### src/hw/rtl/tdp_pkg.sv
package tdp_pkg;

  localparam int ON_DEPTH_DEF  = 16;
  localparam int OFF_DEPTH_DEF = 16;

  localparam logic [23:0] CYCLE_LENGTH_RST = 24'd1000000;
  localparam logic [15:0] TICK_STEP_RST    = 16'd320;

  localparam logic CFG_CYCLE_LENGTH = 1'b0;
  localparam logic CFG_TICK_STEP    = 1'b1;

  typedef enum logic [1:0] {
    ACT_LOAD    = 2'd0,
    ACT_PUBLISH = 2'd1,
    ACT_TICK    = 2'd2,
    ACT_FLUSH   = 2'd3
  } action_t;

  typedef enum logic [1:0] {
    KIND_ON       = 2'd0,
    KIND_OFF      = 2'd1,
    KIND_REJECT   = 2'd2,
    KIND_OVERFLOW = 2'd3
  } kind_t;

  typedef enum logic [4:0] {
    S_IDLE,
    S_LD_CHK,
    S_LD_RD,
    S_LD_CMP,
    S_SH_RD,
    S_SH_WR,
    S_LD_WR,
    S_TK_ADV,
    S_DS_RD,
    S_DS_CMP,
    S_DS_PARK,
    S_DS_OVF,
    S_DEC,
    S_MIN,
    S_OFF_EMIT,
    S_CYC_END,
    S_FIN
  } state_t;

  typedef struct packed {
    logic [15:0] value;
    logic [23:0] hold;
    logic [23:0] start;
  } ev_t;

endpackage

### src/hw/rtl/timed_event_dispatcher.sv
// Channel  Dir  Handshake          Payload
// in_      in   in_tvalid/tready   tuser: action; tdata: event_start, hold_time, event_value
// out_     out  out_tvalid/tready  tuser: kind; tdata: value_out, cycle count; tlast: last
// cfg_     in   cfg_we             cfg_addr: register index; cfg_wdata: data
//
// One item at a time; in_tready is high only while the sequencer idles; a publish never leaves idle.
// Load: scan the write side for the insertion point, shift later events up, then write;
//   a reject emits one result. Tick: advance time, dispatch due note-ons (parking holds
//   in the off table or reporting overflow), count the off table down, then emit
//   note-offs by smallest remaining time. Flush emits every parked note-off the same way.
// Reset is synchronous, active low; a stalled output holds the sequencer.
module timed_event_dispatcher #(
  parameter int ON_DEPTH  = tdp_pkg::ON_DEPTH_DEF,
  parameter int OFF_DEPTH = tdp_pkg::OFF_DEPTH_DEF
) (
  input  logic        clk,
  input  logic        rst_n,
  input  logic        in_tvalid,
  output logic        in_tready,
  input  logic [63:0] in_tdata,   // event_start[23:0], hold_time[47:24], event_value[63:48]
  input  logic [1:0]  in_tuser,   // action[1:0]
  output logic        out_tvalid,
  input  logic        out_tready,
  output logic [47:0] out_tdata,  // value_out[15:0], cycle count[47:16]
  output logic [1:0]  out_tuser,  // kind[1:0]
  output logic        out_tlast,
  input  logic        cfg_we,
  input  logic        cfg_addr,
  input  logic [23:0] cfg_wdata
);

  localparam int AW = $clog2(2 * ON_DEPTH);
  localparam int CW = $clog2(ON_DEPTH + 1);
  localparam int OW = $clog2(OFF_DEPTH);

  tdp_pkg::state_t state_r, state_nxt;

  logic [23:0] cycle_length_r;
  logic [15:0] tick_step_r;

  tdp_pkg::action_t act_r;
  logic [23:0] start_r, hold_r;
  logic [15:0] val_r;

  logic          read_side_r, read_side_nxt;
  logic [CW-1:0] cnt_r [2];
  logic [CW-1:0] cnt_nxt [2];
  logic [CW-1:0] ptr_r, ptr_nxt;
  logic [24:0]   elapsed_r, elapsed_nxt;
  logic [31:0]   cyc_r, cyc_nxt;
  logic [CW-1:0] k_r, k_nxt, pos_r, pos_nxt, j_r, j_nxt;

  // event memory
  tdp_pkg::ev_t ev_mem [2*ON_DEPTH];
  tdp_pkg::ev_t mem_rdata, mem_wdata;
  logic         mem_we, mem_re;
  logic [AW-1:0] mem_waddr, mem_raddr;

  // off table
  logic signed [24:0] off_rem [OFF_DEPTH];
  logic [15:0]        off_tag [OFF_DEPTH];
  logic [OFF_DEPTH-1:0] valid_r, valid_nxt, expired_r, expired_nxt;
  logic               off_we;
  logic [OW-1:0]      off_waddr;
  logic signed [24:0] off_wrem;
  logic [15:0]        off_wtag;
  logic [OW-1:0]      oi_r, oi_nxt;
  logic               best_v_r, best_v_nxt;
  logic signed [24:0] best_rem_r, best_rem_nxt;
  logic [OW-1:0]      best_idx_r, best_idx_nxt;
  logic [15:0]        best_tag_r, best_tag_nxt;

  logic          free_any;
  logic [OW-1:0] free_slot;

  // pending result and output register
  logic        pend_v_r;
  tdp_pkg::kind_t pend_kind_r;
  logic [15:0] pend_val_r;
  logic [31:0] pend_cyc_r;
  logic        out_v_r, out_last_r;
  tdp_pkg::kind_t out_kind_r;
  logic [15:0] out_val_r;
  logic [31:0] out_cyc_r;

  logic           emit_req, emit_fire, out_free, fin_push, push;
  tdp_pkg::kind_t emit_kind;
  logic [15:0]    emit_val;

  logic           wside;
  logic           in_fire;
  logic           ld_reject;
  logic           ptr_in;
  logic           ev_due;
  logic           oi_last;
  logic           cyc_end;
  logic signed [24:0] cur_rem;
  logic [15:0]    cur_tag;

  function automatic logic [AW-1:0] mem_addr(input logic side, input logic [CW-1:0] idx);
    mem_addr = side ? AW'(ON_DEPTH) + AW'(idx) : AW'(idx);
  endfunction

  assign in_tready = (state_r == tdp_pkg::S_IDLE);
  assign in_fire   = in_tvalid && in_tready;
  assign wside     = ~read_side_r;
  assign ld_reject = (start_r >= cycle_length_r) || (cnt_r[wside] >= CW'(ON_DEPTH));
  assign ptr_in    = ptr_r < cnt_r[read_side_r];
  assign ev_due    = elapsed_r >= {1'b0, mem_rdata.start};
  assign oi_last   = oi_r == OW'(OFF_DEPTH - 1);
  assign cyc_end   = elapsed_r >= {1'b0, cycle_length_r};
  assign cur_rem   = off_rem[oi_r];
  assign cur_tag   = off_tag[oi_r];

  assign out_free  = !out_v_r || out_tready;
  assign emit_fire = emit_req && (!pend_v_r || out_free);
  assign fin_push  = (state_r == tdp_pkg::S_FIN) && pend_v_r && out_free;
  assign push      = (emit_fire && pend_v_r) || fin_push;

  always_comb begin
    free_any  = 1'b0;
    free_slot = '0;
    for (int i = OFF_DEPTH - 1; i >= 0; i--) begin
      if (!valid_r[i]) begin
        free_any  = 1'b1;
        free_slot = OW'(i);
      end
    end
  end

  // next state
  always_comb begin
    state_nxt = state_r;
    unique case (state_r)
      tdp_pkg::S_IDLE: begin
        if (in_fire) begin
          unique case (tdp_pkg::action_t'(in_tuser))
            tdp_pkg::ACT_LOAD:    state_nxt = tdp_pkg::S_LD_CHK;
            tdp_pkg::ACT_PUBLISH: state_nxt = tdp_pkg::S_IDLE;
            tdp_pkg::ACT_TICK:    state_nxt = tdp_pkg::S_TK_ADV;
            tdp_pkg::ACT_FLUSH:   state_nxt = tdp_pkg::S_MIN;
            default:              state_nxt = tdp_pkg::S_IDLE;
          endcase
        end
      end
      tdp_pkg::S_LD_CHK: begin
        if (!ld_reject) state_nxt = tdp_pkg::S_LD_RD;
        else if (emit_fire) state_nxt = tdp_pkg::S_FIN;
      end
      tdp_pkg::S_LD_RD:
        state_nxt = (k_r < cnt_r[wside]) ? tdp_pkg::S_LD_CMP : tdp_pkg::S_SH_RD;
      tdp_pkg::S_LD_CMP:
        state_nxt = (mem_rdata.start <= start_r) ? tdp_pkg::S_LD_RD : tdp_pkg::S_SH_RD;
      tdp_pkg::S_SH_RD:
        state_nxt = (j_r > pos_r) ? tdp_pkg::S_SH_WR : tdp_pkg::S_LD_WR;
      tdp_pkg::S_SH_WR:  state_nxt = tdp_pkg::S_SH_RD;
      tdp_pkg::S_LD_WR:  state_nxt = tdp_pkg::S_FIN;
      tdp_pkg::S_TK_ADV: state_nxt = tdp_pkg::S_DS_RD;
      tdp_pkg::S_DS_RD:  state_nxt = ptr_in ? tdp_pkg::S_DS_CMP : tdp_pkg::S_DEC;
      tdp_pkg::S_DS_CMP: begin
        if (!ev_due) state_nxt = tdp_pkg::S_DEC;
        else if (emit_fire)
          state_nxt = (mem_rdata.hold != '0) ? tdp_pkg::S_DS_PARK : tdp_pkg::S_DS_RD;
      end
      tdp_pkg::S_DS_PARK: state_nxt = free_any ? tdp_pkg::S_DS_RD : tdp_pkg::S_DS_OVF;
      tdp_pkg::S_DS_OVF:  if (emit_fire) state_nxt = tdp_pkg::S_DS_RD;
      tdp_pkg::S_DEC:     if (oi_last) state_nxt = tdp_pkg::S_MIN;
      tdp_pkg::S_MIN:     if (oi_last) state_nxt = tdp_pkg::S_OFF_EMIT;
      tdp_pkg::S_OFF_EMIT: begin
        if (best_v_r) begin
          if (emit_fire) state_nxt = tdp_pkg::S_MIN;
        end else begin
          state_nxt = (act_r == tdp_pkg::ACT_TICK) ? tdp_pkg::S_CYC_END : tdp_pkg::S_FIN;
        end
      end
      tdp_pkg::S_CYC_END: state_nxt = tdp_pkg::S_FIN;
      tdp_pkg::S_FIN:     if (!pend_v_r || out_free) state_nxt = tdp_pkg::S_IDLE;
      default:            state_nxt = tdp_pkg::S_IDLE;
    endcase
  end

  // datapath controls
  always_comb begin
    read_side_nxt = read_side_r;
    cnt_nxt       = cnt_r;
    ptr_nxt       = ptr_r;
    elapsed_nxt   = elapsed_r;
    cyc_nxt       = cyc_r;
    k_nxt         = k_r;
    pos_nxt       = pos_r;
    j_nxt         = j_r;
    valid_nxt     = valid_r;
    expired_nxt   = expired_r;
    oi_nxt        = oi_r;
    best_v_nxt    = best_v_r;
    best_rem_nxt  = best_rem_r;
    best_idx_nxt  = best_idx_r;
    best_tag_nxt  = best_tag_r;
    mem_we        = 1'b0;
    mem_re        = 1'b0;
    mem_waddr     = '0;
    mem_raddr     = '0;
    mem_wdata     = mem_rdata;
    off_we        = 1'b0;
    off_waddr     = oi_r;
    off_wrem      = cur_rem;
    off_wtag      = cur_tag;
    emit_req      = 1'b0;
    emit_kind     = tdp_pkg::KIND_ON;
    emit_val      = mem_rdata.value;

    unique case (state_r)
      tdp_pkg::S_IDLE: begin
        if (in_fire) begin
          if (tdp_pkg::action_t'(in_tuser) == tdp_pkg::ACT_PUBLISH)
            read_side_nxt = ~read_side_r;
          expired_nxt = valid_r;
          oi_nxt      = '0;
          best_v_nxt  = 1'b0;
        end
      end
      tdp_pkg::S_LD_CHK: begin
        k_nxt = '0;
        if (ld_reject) begin
          emit_req  = 1'b1;
          emit_kind = tdp_pkg::KIND_REJECT;
          emit_val  = val_r;
        end
      end
      tdp_pkg::S_LD_RD: begin
        if (k_r < cnt_r[wside]) begin
          mem_re    = 1'b1;
          mem_raddr = mem_addr(wside, k_r);
        end else begin
          pos_nxt = k_r;
          j_nxt   = cnt_r[wside];
        end
      end
      tdp_pkg::S_LD_CMP: begin
        if (mem_rdata.start <= start_r) begin
          k_nxt = k_r + 1'b1;
        end else begin
          pos_nxt = k_r;
          j_nxt   = cnt_r[wside];
        end
      end
      tdp_pkg::S_SH_RD: begin
        if (j_r > pos_r) begin
          mem_re    = 1'b1;
          mem_raddr = mem_addr(wside, j_r - 1'b1);
        end
      end
      tdp_pkg::S_SH_WR: begin
        // move one entry up to open the insertion slot
        mem_we    = 1'b1;
        mem_waddr = mem_addr(wside, j_r);
        j_nxt     = j_r - 1'b1;
      end
      tdp_pkg::S_LD_WR: begin
        mem_we          = 1'b1;
        mem_waddr       = mem_addr(wside, pos_r);
        mem_wdata       = '{value: val_r, hold: hold_r, start: start_r};
        cnt_nxt[wside]  = cnt_r[wside] + 1'b1;
      end
      tdp_pkg::S_TK_ADV: begin
        elapsed_nxt = elapsed_r + {9'b0, tick_step_r};
        expired_nxt = '0;
        oi_nxt      = '0;
      end
      tdp_pkg::S_DS_RD: begin
        if (ptr_in) begin
          mem_re    = 1'b1;
          mem_raddr = mem_addr(read_side_r, ptr_r);
        end
      end
      tdp_pkg::S_DS_CMP: begin
        if (ev_due) begin
          emit_req = 1'b1;
          if (emit_fire && mem_rdata.hold == '0) ptr_nxt = ptr_r + 1'b1;
        end
      end
      tdp_pkg::S_DS_PARK: begin
        if (free_any) begin
          off_we               = 1'b1;
          off_waddr            = free_slot;
          off_wrem             = signed'({1'b0, mem_rdata.hold});
          off_wtag             = mem_rdata.value;
          valid_nxt[free_slot] = 1'b1;
          ptr_nxt              = ptr_r + 1'b1;
        end
      end
      tdp_pkg::S_DS_OVF: begin
        emit_req  = 1'b1;
        emit_kind = tdp_pkg::KIND_OVERFLOW;
        if (emit_fire) ptr_nxt = ptr_r + 1'b1;
      end
      tdp_pkg::S_DEC: begin
        // expire entries at or below zero, count the rest down
        if (valid_r[oi_r]) begin
          if (cur_rem <= 25'sd0) begin
            expired_nxt[oi_r] = 1'b1;
          end else begin
            off_we   = 1'b1;
            off_wrem = cur_rem - signed'({9'b0, tick_step_r});
          end
        end
        oi_nxt = oi_last ? '0 : oi_r + 1'b1;
        if (oi_last) best_v_nxt = 1'b0;
      end
      tdp_pkg::S_MIN: begin
        if (expired_r[oi_r] && (!best_v_r || cur_rem < best_rem_r)) begin
          best_v_nxt   = 1'b1;
          best_rem_nxt = cur_rem;
          best_idx_nxt = oi_r;
          best_tag_nxt = cur_tag;
        end
        oi_nxt = oi_last ? '0 : oi_r + 1'b1;
      end
      tdp_pkg::S_OFF_EMIT: begin
        if (best_v_r) begin
          emit_req  = 1'b1;
          emit_kind = tdp_pkg::KIND_OFF;
          emit_val  = best_tag_r;
          if (emit_fire) begin
            expired_nxt[best_idx_r] = 1'b0;
            valid_nxt[best_idx_r]   = 1'b0;
            best_v_nxt              = 1'b0;
            oi_nxt                  = '0;
          end
        end
      end
      tdp_pkg::S_CYC_END: begin
        if (cyc_end) begin
          cnt_nxt[read_side_r] = '0;
          ptr_nxt              = '0;
          elapsed_nxt          = '0;
          cyc_nxt              = cyc_r + 1'b1;
        end
      end
      tdp_pkg::S_FIN: ;
      default: ;
    endcase
  end

  always_ff @(posedge clk) begin
    if (mem_we) ev_mem[mem_waddr] <= mem_wdata;
    if (mem_re) mem_rdata <= ev_mem[mem_raddr];
    if (off_we) begin
      off_rem[off_waddr] <= off_wrem;
      off_tag[off_waddr] <= off_wtag;
    end
    if (in_fire) begin
      act_r   <= tdp_pkg::action_t'(in_tuser);
      start_r <= in_tdata[23:0];
      hold_r  <= in_tdata[47:24];
      val_r   <= in_tdata[63:48];
    end
    k_r          <= k_nxt;
    pos_r        <= pos_nxt;
    j_r          <= j_nxt;
    oi_r         <= oi_nxt;
    best_rem_r   <= best_rem_nxt;
    best_idx_r   <= best_idx_nxt;
    best_tag_r   <= best_tag_nxt;
    expired_r    <= expired_nxt;
    if (emit_fire) begin
      pend_kind_r <= emit_kind;
      pend_val_r  <= emit_val;
      pend_cyc_r  <= cyc_r;
    end
    if (push) begin
      out_kind_r <= pend_kind_r;
      out_val_r  <= pend_val_r;
      out_cyc_r  <= pend_cyc_r;
      out_last_r <= fin_push;
    end
  end

  always_ff @(posedge clk) begin
    if (!rst_n) begin
      state_r        <= tdp_pkg::S_IDLE;
      cycle_length_r <= tdp_pkg::CYCLE_LENGTH_RST;
      tick_step_r    <= tdp_pkg::TICK_STEP_RST;
      read_side_r    <= 1'b0;
      cnt_r[0]       <= '0;
      cnt_r[1]       <= '0;
      ptr_r          <= '0;
      elapsed_r      <= '0;
      cyc_r          <= '0;
      valid_r        <= '0;
      best_v_r       <= 1'b0;
      pend_v_r       <= 1'b0;
      out_v_r        <= 1'b0;
    end else begin
      state_r     <= state_nxt;
      read_side_r <= read_side_nxt;
      cnt_r       <= cnt_nxt;
      ptr_r       <= ptr_nxt;
      elapsed_r   <= elapsed_nxt;
      cyc_r       <= cyc_nxt;
      valid_r     <= valid_nxt;
      best_v_r    <= best_v_nxt;
      if (cfg_we) begin
        if (cfg_addr == tdp_pkg::CFG_CYCLE_LENGTH) cycle_length_r <= cfg_wdata;
        else tick_step_r <= cfg_wdata[15:0];
      end
      if (emit_fire) pend_v_r <= 1'b1;
      else if (fin_push) pend_v_r <= 1'b0;
      if (push) out_v_r <= 1'b1;
      else if (out_tready) out_v_r <= 1'b0;
    end
  end

  assign out_tvalid = out_v_r;
  assign out_tdata  = {out_cyc_r, out_val_r};
  assign out_tuser  = out_kind_r;
  assign out_tlast  = out_last_r;

`ifndef NO_ASSERTIONS
  a_idle_no_pending: assert property (@(posedge clk) disable iff (!rst_n)
    in_tready |-> !pend_v_r)
    else $error("pending result left behind at idle");

  a_count_bound: assert property (@(posedge clk) disable iff (!rst_n)
    cnt_r[0] <= CW'(ON_DEPTH) && cnt_r[1] <= CW'(ON_DEPTH))
    else $error("event buffer count beyond depth");

  a_publish_quick: assert property (@(posedge clk) disable iff (!rst_n)
    in_fire && in_tuser == tdp_pkg::ACT_PUBLISH |=> in_tready)
    else $error("publish did not return to idle");

  a_last_closes: assert property (@(posedge clk) disable iff (!rst_n)
    fin_push |=> out_tvalid && out_tlast)
    else $error("final result not marked last");
`endif

endmodule

### config.mk
export PLATFORM = sky130hd
export DESIGN_NAME = timed_event_dispatcher
export DESIGN_NICKNAME = d
export VERILOG_FILES = /design/src/hw/rtl/tdp_pkg.sv /design/src/hw/rtl/timed_event_dispatcher.sv
export SDC_FILE = /design/constraint.sdc
export NUM_CORES = 2
export LEC_CHECK = 0
export BUFFER_PORTS_ARGS = -buffer_cell sky130_fd_sc_hd__buf_4
export CAP_MARGIN = 20
export CORE_UTILIZATION = 55
export DETAILED_ROUTE_END_ITERATION = 16
export HOLD_SLACK_MARGIN = 0.03
export PLACE_DENSITY = 0.71
export SETUP_SLACK_MARGIN = 0.15
export SLEW_MARGIN = 30
export SYNTH_ARGS = -nofsm -noshare
export SYNTH_HDL_FRONTEND = slang
export SYNTH_SLANG_ARGS = --single-unit
### constraint.sdc
create_clock -name clk -period 10 [get_ports clk]
set_input_delay 2 -clock clk [delete_from_list [all_inputs] [get_ports clk]]
set_output_delay 2 -clock clk [all_outputs]
set_load 0.01 [all_outputs]
# After elaboration in Yosys (flattened, before gate mapping)
# Memories as Yosys holds them, arrays and structs flattened. A register that Yosys moved wholly into a read port is not among the register bits.
# Index checks and enable logic that the tools add are counted.
# word_totals
inputBits,96
output_inout_bits,53
mem_bits_rw,2704
n_memories,3
ff_bits,384
# op_classes
n_addsub,13
mux,160
order_cmp,20
n_eq_ne,41
reduce_logical,55
n_bitwise,11
# memory_table
name,words,word_bits,rd,rd_clocked_by_memory_dff,wr,line,text
ev_mem,32,64,1,1,1,timed_event_dispatcher.sv:54,tdp_pkg::ev_t ev_mem [2*ON_DEPTH];
off_rem,16,25,1,1,1,timed_event_dispatcher.sv:60,logic signed [24:0] off_rem [OFF_DEPTH];
off_tag,16,16,1,1,1,timed_event_dispatcher.sv:61,logic [15:0] off_tag [OFF_DEPTH];
# ops
cell,count
16-bit 2-to-1 mux,12
5-bit 2-to-1 mux,38
25-bit 2-to-1 mux,4
25-bit case mux with 2 select lines,2
4-bit 2-to-1 mux,24
5-bit case mux with 16 select lines,1
64-bit 2-to-1 mux,1
16-bit case mux with 2 select lines,2
16-bit case mux with 4 select lines,1
25-bit by 24-bit greater-or-equal comparator with 1-bit output,2
1-bit 2-to-1 mux,45
"5-bit by 4-bit == test with 1-bit output, second input constant",8
5-bit case mux with 4 select lines,2
"32-bit by 1-bit adder with 32-bit output, second input constant",1
16-bit bitwise AND,2
16-bit OR,2
"2-bit != test, second input constant",15
5-bit case mux with 2 select lines,3
5-bit case mux with 3 select lines,2
25-bit by 16-bit adder with 25-bit output,1
"5-bit adder, first input constant",5
"25-bit by 1-bit <= comparator with 1-bit output, second input constant",1
25-bit less-than comparator,1
25-bit by 17-bit subtractor with 25-bit output,1
other kinds (55),124

# Logic depth before layout (Yosys ltp)
# depth
depth_word,23
depth_mapped,19
ltp_nobuf,14

# Worst setup path after synthesis
# No wires, ideal clock.
# synth_timing
path_kind,flip-flop to flip-flop
startpoint,reg with a tool-made name
endpoint,"mem off_rem[5][0], enable pin"
path_stages_with_launch,12
t_required_ns,9.499
setup_slack_ns,3.796
t_arrival_ns,5.703
period_less_slack_ns,6.204
path_buffers,4
cell_sequence,dfxtp_1 buf_6 buf_6 mux4_2 mux4_2 nor2b_1 nand2_1 o21ba_1 buf_6 buf_6 o211ai_2 a211oi_1
# synth_lines
element,line
end: declaration,timed_event_dispatcher.sv:60

# Worst setup path after layout
# layout_timing
startpoint,reg read_side_r
endpoint,"reg, netlist name mem_rdata[58]"
# layout_between
elab_chain_len,8
word_cells_on_any_way,21
# layout_rtl
element,line,text
start: declaration,timed_event_dispatcher.sv:45,"logic read_side_r, read_side_nxt;"
start signal: assignment,timed_event_dispatcher.sv:396,read_side_r <= read_side_nxt;
1-bit NOT,timed_event_dispatcher.sv:106,assign wside = ~read_side_r;
1-bit NOT with 2-bit output (implied by the code),timed_event_dispatcher.sv:231,if (k_r < cnt_r[wside]) begin
5-bit 2-to-1 mux (implied by the code) (3 in series),timed_event_dispatcher.sv:231,
5-bit less-than comparator,timed_event_dispatcher.sv:231,
5-bit 2-to-1 mux or 1-bit 2-to-1 mux (tied branches),timed_event_dispatcher.sv:231,
5-bit case mux with 3 select lines or 1-bit case mux with 3 select lines (tied branches),timed_event_dispatcher.sv:212,unique case (state_r)
# Parallel ways exist; a longest one is shown, timed or not. The select of a mux whose other input is x is not followed.
# A chain may end at the register's enable or synchronous reset.

==> flow_summary_export.csv <==
group,metric,value,unit
global_routing,overflow,0,
clock_tree,postCtsSetupRepairBufs,0,
routing,wl_per_cell,31.29,um
clock_tree,clockRootBuffer,"clkbuf_16",
synth,synth_xor_area_frac,0.004475,
synth,synth.distinct_cells,92,
sta,max_freq,159.8,MHz
sta,maxSlewHeadroom,0.2634,
critical_path,crit_type,"flop to flop",
global_routing,grt_pass1_wl,532.4,mm
global_routing,grt_usage,0.3124,
floorplanning,dieHeight,486.6,um
synth,syn-num-nets,8645,
synth,yosysMostFrequentCell,"edfxtp_1",
floorplanning,dieArea,0.2368,mm^2
synth,synth_area_leaders,"edfxtp_1, mux4_2, nand2_1, mux2i_1, dfxtp_1",
clock_tree,cts.sinks,3156,
sta,rsz0062_at_grt,"false",
cells_and_area,syn_to_final_growth,12.23,%
sta,tns,0,ps
synth,synth_top_family_by_area,"compound AO/OA/AOI/OAI gates",
synth,avgSynthCellArea,15.43,um^2
place,place_congestion,0.9023,
clock_tree,cts_resized,0,
critical_path,reg2reg_slack,3740,ps
floorplanning,start_util,0.5544,
synth,synth_top_cell_by_area,"edfxtp_1",
sta,final_max_slew_viol_count,0,
critical_path,crit_path_end_kind,"flop",
worst_hold_path,hp-class,"flop to flop",
clock_tree,cts_buffers,326,
clock_tree,clkTransAtPathRegs,60,ps
routing,drt_iter0_markers,10690,
synth,synth_ff_type,"edfxtp_1",
synth,synth_top_area_frac,0.7009,
clock_tree,clk_latency,980,ps
cells_and_area,layout-drive-gt1-share,0.1476,
synth,synthCells,8373,
global_routing,grt_max_degree,152,
synth,synth_compound_area_frac,0.08387,
critical_path,rr_worst_depth,13,
clock_tree,cts_max_path_buffers,4,
power,power,37.11,mW
synth,ys_ff_latch,3156,
routing,vias,79300,
job,maxCapViolations,0,
sta,fin_worst_skew,84.10,ps
synth,synthArstFlopShare,0,
synth,synthMuxAreaShare,0.07732,
floorplanning,core,0.2330,mm^2
critical_path,worstSetupStartpoint,"read_side_r",
synth,synth_common_cells,"edfxtp_1, nand2_1, mux2i_1",
synth,yosys_warnings,0,
critical_path,critPathRequiredTime,10650,ps
power,cellPowerDensity,256.0,mW/mm^2
place,dp_hpwl,206.2,mm
routing,drc,0,
routing,post_drt_via_cell_ratio,6.648,
sta,setup_viol,0,
floorplanning,rows,177,
synth,yosys.area_share.simple,0.07088,
critical_path,crit_end,"mem_rdata[58]",
global_routing,antenna_found_initial,18,
routing,first_pass_iters,6,
clock_tree,cts_tree,"yes",
clock_tree,htreeDepth,5,
routing,routed_wl,373.2,mm
sta,post-route-min-period,6257,ps
sta,tightest_slew,1105,ps
power,peakVddDrop,0.2116,mV
routing,antenna_left,0,
place,portBuffers,148,
cells_and_area,final_nets,8818,
critical_path,reg2reg_to,"mem_rdata[58]",
power,leakage,49.53,nW
floorplanning,ios,149,
global_routing,grt_pass1_vias,76420,
critical_path,reg2reg_from,"read_side_r",
sta,finalCritPeriodShare,0.6257,
clock_tree,cts_hold_buf,0,
floorplanning,die_w,486.6,um
critical_path,worst_ep_arrival_time,6900,ps
synth,synth_edf_count,3015,
sta,finalHoldViolations,0,
synth,yosysSeqAreaShare,0.7228,
synth,synth_area,0.1292,mm^2
synth,synthAdderAreaFrac,0.01716,
run_status,status,"completed",
critical_path,crit_fanout,65,
critical_path,start_kind,"flop",
[area by class of cell]
type                            instances  area, um^2
Clock inverter                        165        1379
Fill cell                           16460       88000
Clock buffer                          402        8666
Tap cell                             3132        3919
Multi-Input combinational cell       4464       33710
Sequential cell                      3156       93370
Inverter                              250       938.4
Timing Repair Buffer                  348        2968
Antenna cell                           11       27.53
[power by group]
group	internal, mW	switching (mW)
Combinational	2.64	5.67
Clock	6.74	4.89
Sequential	16.7	0.501
[sequential cells by signal (all words and copies together) (netlist names), 24 cells and up, named ones only]
| register | count |
|---|---|
| off_rem | 400 |
| cycle_length_r | 24 |
| start_r | 24 |
| out_cyc_r | 32 |
| cyc_r | 32 |
| best_rem_r | 25 |
| ev_mem | 2048 |
| off_tag | 256 |
| pend_cyc_r | 32 |
| mem_rdata | 64 |
| elapsed_r | 25 |
| hold_r | 24 |
[worst min-delay path by stage]
stage / start / endpoint / slack, ps / cells after the start
6_report: pend_cyc_r[2] / out_cyc_r[2] / 410 / 0
2_1_floorplan: pend_cyc_r[0] / out_cyc_r[0] / 400 / 0
4_1_cts: pend_cyc_r[22] / out_cyc_r[22] / 420 / 0
5_1_grt: pend_cyc_r[2] / out_cyc_r[2] / 420 / 0
3_5_place_dp: pend_cyc_r[22] / out_cyc_r[22] / 400 / 0
3_3_place_gp: pend_kind_r[0] / out_tuser[0] / 400 / 0
[cells in the final DEF (no fill, tap or decap), types with 136 or more instances in the layout]
master	instances
clkbuf_16	336
ha_1	174
o211ai_1	213
buf_4	321
mux4_2	228
nand3_1	249
a21oi_1	206
mux2i_1	342
a32oi_1	160
nand2_1	1286
edfxtp_1	3015
inv_1	248
dfxtp_1	136
[worst max-delay path: stages, from the launching register on]
cell and delay [ps]:
dfxtp_2 680, mux2i_1 430, ha_1 250, o21a_1 110
a21oi_1 160, nand4_1 360, buf_4 680, o211a_4 770
buf_4 820, buf_4 650, mux2_2 400, o211ai_1 190
a21o_1 140, o2111ai_1 120
[through the flow]
stage | hold slack (ps) | cell area, um^2 | cells | setup slack, ps | utilization
6_report | 414.1 | 145000 | 11930 | 3743 | 0.6223
3_5_place_dp | 404.5 | 134700 | 11350 | 3580 | 0.5781
4_1_cts | 416.2 | 144700 | 11910 | 3565 | 0.6212
3_3_place_gp | 402.1 | 134400 | 11340 | 3595 | 0.5769
2_1_floorplan | 400.3 | 129200 | 8373 | 3796 | -
5_1_grt | 420.0 | 145000 | 11930 | 3465 | 0.6222
[metal layers]
| metal | up-vias | global-route usage | part of all wire |
|---|---|---|---|
| met1 | 40160 | 0.4157 | 0.37 |
| met2 | 5010 | 0.4923 | 0.47 |
| li1 | 33200 | - | - |
| met3 | 926 | 0.07220 | 0.12 |
| met5 | - | 0 | 0.00027 |
| met4 | 14 | 0.1400 | 0.047 |
[logic make-up after synthesis]
logic type | count (synthesis)
compound gates | 1434
mux | 697
flops | 3156
simple gates | 2091
xor+xnor | 66
buf+inv | 753
fa+ha+maj | 176
(Power assumes the default switching activity.)
